===== src/hdl/tst_pkg.sv =====
package tst_pkg;

    localparam int ENTRIES = 16;
    localparam int IDX_W   = $clog2(ENTRIES);
    localparam int CNT_W   = $clog2(ENTRIES + 1);

    typedef enum logic [2:0] {
        CMD_SET_DEACT = 3'd0,
        CMD_GET_DEACT = 3'd1,
        CMD_GET_TYPE  = 3'd2,
        CMD_SET_TYPE  = 3'd3,
        CMD_ADD_OFF   = 3'd4,
        CMD_GET_OFF   = 3'd5
    } t_cmd;

    localparam logic [1:0] ST_OK   = 2'd0;
    localparam logic [1:0] ST_MISS = 2'd1;
    localparam logic [1:0] ST_FULL = 2'd2;

    localparam logic [31:0] ALL_ONES = 32'hFFFF_FFFF;

    localparam int          REG_W        = 3;
    localparam logic [REG_W-1:0] REG_MISS_TYPE = 3'd0;

    typedef struct packed {
        logic [31:0] key;
        logic [31:0] deact;
        logic [1:0]  ttype;
        logic [31:0] offset;
    } t_entry;

    typedef struct packed {
        logic [IDX_W-1:0] rd_addr;
        logic             wr_en;
        logic [IDX_W-1:0] wr_addr;
        t_entry           wr_data;
    } t_mem_req;

endpackage


===== src/hdl/tst_store.sv =====
module tst_store (
    input  logic              i_clk,
    input  tst_pkg::t_mem_req i_req,
    output tst_pkg::t_entry   o_rd_data
);
    import tst_pkg::*;

    t_entry r_mem [ENTRIES];
    t_entry r_rd_data;

    always_ff @(posedge i_clk) begin
        if (i_req.wr_en) begin
            r_mem[i_req.wr_addr] <= i_req.wr_data;
        end
        r_rd_data <= r_mem[i_req.rd_addr];
    end

    assign o_rd_data = r_rd_data;

endmodule


===== src/hdl/tst_seq.sv =====
module tst_seq (
    input  logic              i_clk,
    input  logic              i_rst_n,
    input  logic              i_in_valid,
    output logic              o_in_ready,
    input  logic [2:0]        i_cmd,
    input  logic [31:0]       i_thread_id,
    input  logic [31:0]       i_write_value,
    input  logic [1:0]        i_type_code,
    input  logic [1:0]        i_miss_type,
    output logic              o_out_valid,
    input  logic              i_out_ready,
    output logic [1:0]        o_status,
    output logic [31:0]       o_read_value,
    output tst_pkg::t_mem_req o_req,
    input  tst_pkg::t_entry   i_rd_data
);
    import tst_pkg::*;

    typedef enum logic [1:0] {
        S_IDLE,
        S_SCAN,
        S_EXEC
    } t_state;

    t_state           r_state, n_state;
    logic [2:0]       r_cmd;
    logic [31:0]      r_key;
    logic [31:0]      r_wval;
    logic [1:0]       r_tcode;
    logic [CNT_W-1:0] r_count, n_count;
    logic [CNT_W-1:0] r_idx, n_idx;
    logic             r_pend, n_pend;
    logic [IDX_W-1:0] r_pidx;
    logic             r_found, n_found;
    logic [IDX_W-1:0] r_slot, n_slot;
    t_entry           r_ent, n_ent;
    logic             r_out_valid, n_out_valid;
    logic [1:0]       r_status, n_status;
    logic [31:0]      r_rval, n_rval;

    logic   issue, hit, out_free, accept;
    t_entry wr_ent;
    logic   wr_en;
    logic [IDX_W-1:0] wr_addr;

    assign accept   = i_in_valid && (r_state == S_IDLE);
    assign out_free = !r_out_valid || i_out_ready;
    assign issue    = (r_state == S_SCAN) && (r_idx < r_count);
    // the single key comparator, fed one stored key per cycle
    assign hit      = r_pend && (i_rd_data.key == r_key);

    always_comb begin
        n_state     = r_state;
        n_count     = r_count;
        n_idx       = r_idx;
        n_pend      = 1'b0;
        n_found     = r_found;
        n_slot      = r_slot;
        n_ent       = r_ent;
        n_out_valid = r_out_valid;
        n_status    = r_status;
        n_rval      = r_rval;
        wr_en       = 1'b0;
        wr_addr     = r_slot;
        wr_ent      = r_ent;

        if (r_out_valid && i_out_ready) begin
            n_out_valid = 1'b0;
        end

        case (r_state)
            S_IDLE: begin
                if (accept) begin
                    n_idx   = '0;
                    n_found = 1'b0;
                    n_state = S_SCAN;
                end
            end
            S_SCAN: begin
                n_pend = issue;
                n_idx  = r_idx + CNT_W'(issue);
                if (hit) begin
                    n_found = 1'b1;
                    n_slot  = r_pidx;
                    n_ent   = i_rd_data;
                    n_state = S_EXEC;
                end else if (!issue) begin
                    n_state = S_EXEC;
                end
            end
            S_EXEC: begin
                if (out_free) begin
                    n_status    = ST_OK;
                    n_rval      = '0;
                    n_out_valid = 1'b1;
                    n_state     = S_IDLE;
                    wr_ent.key  = r_key;
                    case (r_cmd)
                        CMD_SET_DEACT: begin
                            wr_ent.deact = r_wval;
                            if (r_found) begin
                                wr_en = 1'b1;
                            end else if (r_count < CNT_W'(ENTRIES)) begin
                                // insert into the lowest free slot
                                wr_en         = 1'b1;
                                wr_addr       = r_count[IDX_W-1:0];
                                wr_ent.ttype  = i_miss_type;
                                wr_ent.offset = '0;
                                n_count       = r_count + 1'b1;
                            end else begin
                                n_status = ST_FULL;
                            end
                        end
                        CMD_GET_DEACT: begin
                            if (r_found) begin
                                n_rval = r_ent.deact;
                            end else begin
                                n_status = ST_MISS;
                                n_rval   = ALL_ONES;
                            end
                        end
                        CMD_GET_TYPE: begin
                            if (r_found) begin
                                n_rval = {30'd0, r_ent.ttype};
                            end else begin
                                n_status = ST_MISS;
                                n_rval   = {30'd0, i_miss_type};
                            end
                        end
                        CMD_SET_TYPE: begin
                            if (r_found) begin
                                wr_en        = 1'b1;
                                wr_ent.ttype = r_tcode;
                            end else begin
                                n_status = ST_MISS;
                            end
                        end
                        CMD_ADD_OFF: begin
                            if (r_found) begin
                                wr_en         = 1'b1;
                                wr_ent.offset = r_ent.offset + r_wval;
                            end else begin
                                n_status = ST_MISS;
                            end
                        end
                        CMD_GET_OFF: begin
                            if (r_found) begin
                                n_rval = r_ent.offset;
                            end else begin
                                n_status = ST_MISS;
                                n_rval   = ALL_ONES;
                            end
                        end
                        default: begin
                        end
                    endcase
                end
            end
            default: begin
                n_state = S_IDLE;
            end
        endcase
    end

    always_ff @(posedge i_clk) begin
        if (!i_rst_n) begin
            r_state     <= S_IDLE;
            r_count     <= '0;
            r_pend      <= 1'b0;
            r_out_valid <= 1'b0;
            r_found     <= 1'b0;
            r_idx       <= '0;
        end else begin
            r_state     <= n_state;
            r_count     <= n_count;
            r_pend      <= n_pend;
            r_out_valid <= n_out_valid;
            r_found     <= n_found;
            r_idx       <= n_idx;
        end
    end

    always_ff @(posedge i_clk) begin
        if (accept) begin
            r_cmd   <= i_cmd;
            r_key   <= i_thread_id;
            r_wval  <= i_write_value;
            r_tcode <= i_type_code;
        end
        r_pidx   <= r_idx[IDX_W-1:0];
        r_slot   <= n_slot;
        r_ent    <= n_ent;
        r_status <= n_status;
        r_rval   <= n_rval;
    end

    assign o_req.rd_addr = r_idx[IDX_W-1:0];
    assign o_req.wr_en   = wr_en;
    assign o_req.wr_addr = wr_addr;
    assign o_req.wr_data = wr_ent;

    assign o_in_ready   = (r_state == S_IDLE);
    assign o_out_valid  = r_out_valid;
    assign o_status     = r_status;
    assign o_read_value = r_rval;

endmodule


===== src/hdl/thread_state_table.sv =====
// A request is accepted, then scanned over the N records held (N = 0..16), then executed into the output register.
// The key scan reads one stored record per cycle through a single comparator and stops early on a hit;
// a miss scans all N records before its result is produced.
// A new request is taken while the previous result waits in the output register.
// Synchronous active-low reset empties the table and sets the miss type code to 0.
module thread_state_table (
    input  logic        i_clk,
    input  logic        i_rst_n,
    input  logic        i_s_axis_tvalid,
    output logic        o_s_axis_tready,
    // [31:0] thread_id, [63:32] write_value, [65:64] type_code, [71:66] zero
    input  logic [71:0] i_s_axis_tdata,
    // [2:0] cmd
    input  logic [2:0]  i_s_axis_tuser,
    output logic        o_m_axis_tvalid,
    input  logic        i_m_axis_tready,
    // [31:0] read_value
    output logic [31:0] o_m_axis_tdata,
    // [1:0] status
    output logic [1:0]  o_m_axis_tuser,
    input  logic        i_psel,
    input  logic        i_penable,
    input  logic        i_pwrite,
    input  logic [tst_pkg::REG_W-1:0] i_paddr,
    input  logic [31:0] i_pwdata,
    output logic [31:0] o_prdata,
    output logic        o_pready
);
    import tst_pkg::*;

    logic [1:0] r_miss_type;
    t_mem_req   req;
    t_entry     rd_data;

    always_ff @(posedge i_clk) begin
        if (!i_rst_n) begin
            r_miss_type <= '0;
        end else if (i_psel && i_penable && i_pwrite && (i_paddr == REG_MISS_TYPE)) begin
            r_miss_type <= i_pwdata[1:0];
        end
    end

    assign o_pready = 1'b1;
    assign o_prdata = (i_paddr == REG_MISS_TYPE) ? {30'd0, r_miss_type} : 32'd0;

    tst_seq u_seq (
        .i_clk         (i_clk),
        .i_rst_n       (i_rst_n),
        .i_in_valid    (i_s_axis_tvalid),
        .o_in_ready    (o_s_axis_tready),
        .i_cmd         (i_s_axis_tuser),
        .i_thread_id   (i_s_axis_tdata[31:0]),
        .i_write_value (i_s_axis_tdata[63:32]),
        .i_type_code   (i_s_axis_tdata[65:64]),
        .i_miss_type   (r_miss_type),
        .o_out_valid   (o_m_axis_tvalid),
        .i_out_ready   (i_m_axis_tready),
        .o_status      (o_m_axis_tuser),
        .o_read_value  (o_m_axis_tdata),
        .o_req         (req),
        .i_rd_data     (rd_data)
    );

    tst_store u_store (
        .i_clk     (i_clk),
        .i_req     (req),
        .o_rd_data (rd_data)
    );

endmodule


===== config.mk =====
export PLATFORM = sky130hd
export DESIGN_NAME = thread_state_table
export DESIGN_NICKNAME = d
export VERILOG_FILES = /design/src/hdl/tst_pkg.sv /design/src/hdl/tst_store.sv /design/src/hdl/tst_seq.sv /design/src/hdl/thread_state_table.sv
export SDC_FILE = /design/constraint.sdc
export NUM_CORES = 2
export LEC_CHECK = 0
export BUFFER_PORTS_ARGS = -buffer_cell sky130_fd_sc_hd__buf_2
export CORE_UTILIZATION = 50
export DETAILED_ROUTE_END_ITERATION = 7
export GPL_ROUTABILITY_DRIVEN = 0
export GPL_TIMING_DRIVEN = 0
export PLACE_DENSITY = 0.71
export SETUP_SLACK_MARGIN = 0.15
export SLEW_MARGIN = 10
export SYNTH_ARGS = -nofsm -noshare
export SYNTH_HDL_FRONTEND = slang
export SYNTH_SLANG_ARGS = --single-unit

===== constraint.sdc =====
create_clock -name i_clk -period 11.5 [get_ports i_clk]
set_input_delay 3.45 -clock i_clk [delete_from_list [all_inputs] [get_ports i_clk]]
set_output_delay 3.45 -clock i_clk [all_outputs]
set_load 0.005 [all_outputs]

==> impl_results.md <==
- Outcome: finished, final reports clean
- Clock-pin transition on the worst setup and hold timing paths: 60 ps
- Register bit total from synthesis: 1,892
- Yosys top cell area share: 74.13%
- Hpwl dp: 117,700 µm
- Hold Buf Count CTS: 0
- Register area: 0.05562 mm²
- Pwr dens: 164.3 mW/mm²
- Die height: 381.0 µm
- Count of pins over their slew limit: 0
- Share of layout cells above drive strength 1: 30.29%
- Final min period: 7517 ps
- Syn avg cell area: 22.46 µm²
- Max-cap violation count: 0
- First-pass GRT wire length: 258,900 µm
- Clock power frac: 43.7%
- CP arrival: 4070 ps
- Worst-Margin Slew: 1371 ps
- Grt ovf: 0
- Nature of the critical path startpoint: primary input
- Final Skew: 21.61 ps
- Hold Path Class: flop to flop
- Total GRT Usage: 25.32%
- Required @ worst endpoint: 8050 ps
- Unrepaired setup endpoints after global routing: no
- Sequential fraction of the synthesis area: 77.45%
- WL final: 183,100 µm
- Drt pass-1 iters: 6
- Largest net degree at the start of global routing: 44
- Worst-path fanout max: 3
- Slew margin rel.: 8.630%
- Setup bufs post-CTS: 0
- P_int: 10.98 mW
- Worst-skew pair later-pin latency: 820 ps
- Via count: 35,920
- DRC: 0
- Commonest cells post-synth: edfxtp_1, mux4_2, nand2_1
- # fillers: 9,795
- Area of the multi-input gates: 0.01553 mm²
- H-tree depth: 4
- CTS Buffer Depth: 3
- Final hold slack: 398.3 ps
- DR iter-0 viols: 5,086
- Clock sink count: 1,892
- Core area: 0.1421 mm²
- TritonCTS buffer count: 176
- Mapped Cells: 3,198
- Worst Setup SP: i_paddr[1]
- Resized cells post-CTS: 0
- Psw: 2.711 mW
- Main flop type after synthesis: edfxtp_1
- Critical hold path startpoint: u_seq.r_idx[0]
- # setup viols final: 0
- Yosys top cell by area: edfxtp_1
- Vias in the first global route: 35,740
- Pwr Total: 13.69 mW
- Final hold vios: 0
- Root Driver: clkbuf_16
- Antenna-violating nets left: 0
- Comb pwr share: 1.5%
- IO Count: 186
- Leakage: 26.33 nW
- I/O Buffers: 118
- Top-count cell post-synth: edfxtp_1
- Yosys warns: 0
- FFs w/ async S/R, synth: 0%
- Initial antenna violation count: 7
- Vias/cell: 6.331
- CTS tree: built
- Initial core utilization: 50.54%
- Layout Nets: 3,784
- Max VDD drop: 0.1347 mV
- Fin crit share: 65.36%
- Sw frac: 19.80%
- Worst Path Class, Setup: primary input to output pin
- R2r startpoint: u_seq.r_cmd[1]
- Die width: 381.0 µm
- Netlist Area Pre-Place: 0.07182 mm²
- Number of diodes: 0
- # rows: 138
- Seq pwr share: 54.8%
- EDFF count, synth: 1,773
- Die area: 0.1452 mm²
- Synth cell types: 75
- Synth area leaders: edfxtp_1, mux4_2, dfxtp_1
- FMAX: 133.0 MHz
- Synthesis-to-layout area growth: 16.03%
- Crit path capture type: output pin
- Routed len/inst: 32.27 µm
==> placed cells by master (no fill, tap or decap), types with 15 or more instances in the layout <==
cell	n
edfxtp_1	1773
mux4_2	490
clkbuf_16	184
buf_2	158
nand2_1	154
dfxtp_1	119
clkbuf_1	115
buf_12	69
xor2_1	47
ha_1	38
clkinv_2	34
a221o_1	33
buf_4	33
mux2_2	32
buf_16	32
o21ai_1	31
conb_1	31
a21oi_1	30
nor2_1	26
clkinv_1	25
clkbuf_8	21
inv_1	17
o21ai_0	17
nor2_4	17
nor3_1	16
bufinv_16	16
a21o_1	15
==> per-layer routing <==
metal  part of all wire (%)  vias to the layer above  GRT usage, %
li1                       -                    14220             -
met1                     39                    19020         36.31
met2                     47                     2373         38.76
met3                     12                      299         6.605
met4                    2.5                        4         6.954
met5                  0.012                        -             0
==> critical path, cell delays in order <==
cell and delay, ps:
buf_2 100, nor3_1 250, and2_1 170, buf_2 100
==> final timing paths <==
| kind | to | slack [ps] | cells after the start |
|---|---|---|---|
| max | o_prdata[0] | 3980 | 4 |
| min reg2reg | u_seq.r_pidx[0] | 400 | 0 |
| min | u_seq.r_pidx[0] | 400 | 0 |
| max reg2reg | u_store.r_mem[14][52] | 6950 | 12 |
==> power by group through the flow <==
| stage | Sequential (mW) | Clock, mW | Combinational (mW) |
|---|---|---|---|
| 3_5_place_dp | 7.65 | 0 | 0.195 |
| 3_3_place_gp | 7.65 | 0 | 0.187 |
| 5_1_grt | 7.50 | 6.28 | 0.215 |
| 6_report | 7.51 | 5.98 | 0.202 |
| 2_1_floorplan | 7.63 | 0 | 0.113 |
| 4_1_cts | 7.50 | 6.05 | 0.197 |
==> metrics by stage <==
step / instances / utilization (%) / setup TNS [ps] / cell area (µm²) / setup slack [ps]
2_1_floorplan: 3227 / - / 0 / 71930 / 2269
3_3_place_gp: 5235 / 52.70 / -6739200 / 74880 / -4744
3_5_place_dp: 5338 / 54.41 / 0 / 77320 / 3968
4_1_cts: 5672 / 58.62 / 0 / 83300 / 3970
5_1_grt: 5674 / 58.64 / 0 / 83330 / 3937
6_report: 5674 / 58.64 / 0 / 83330 / 3983
==> kinds of logic after synthesis <==
group	after synthesis	synth area share, %
simple gates	297	1.936
compound gates	189	2.007
other cells	2	0.01046
xor+xnor	59	0.7195
flops	1892	77.45
fa+ha+maj	39	0.6899
mux	526	15.92
buf+inv	194	1.265
==> area by class of cell <==
type | count | share of cell area (%)
clock inverter | 94 | 1.153
multi-input combinational | 1141 | 18.64
sequential | 1892 | 66.75
buffer | 175 | 1.024
tap | 1890 | 2.838
inverter | 19 | 0.08859
clock buffer | 240 | 6.030
timing repair buffer | 223 | 3.473
==> registers in the layout, indices dropped and copies added (netlist names), 3 cells and up <==
| name | count |
|---|---|
| u_seq.r_cmd | 3 |
| u_seq.r_count | 5 |
| u_seq.r_key | 32 |
| u_seq.r_ent | 98 |
| u_seq.o_read_value | 32 |
| u_seq.r_idx | 5 |
| u_store.o_rd_data | 98 |
| u_seq.r_wval | 32 |
| u_seq.r_pidx | 4 |
| u_store.r_mem | 1568 |
| u_seq.r_slot | 4 |
No activity file was read; power rests on OpenSTA's default activity.
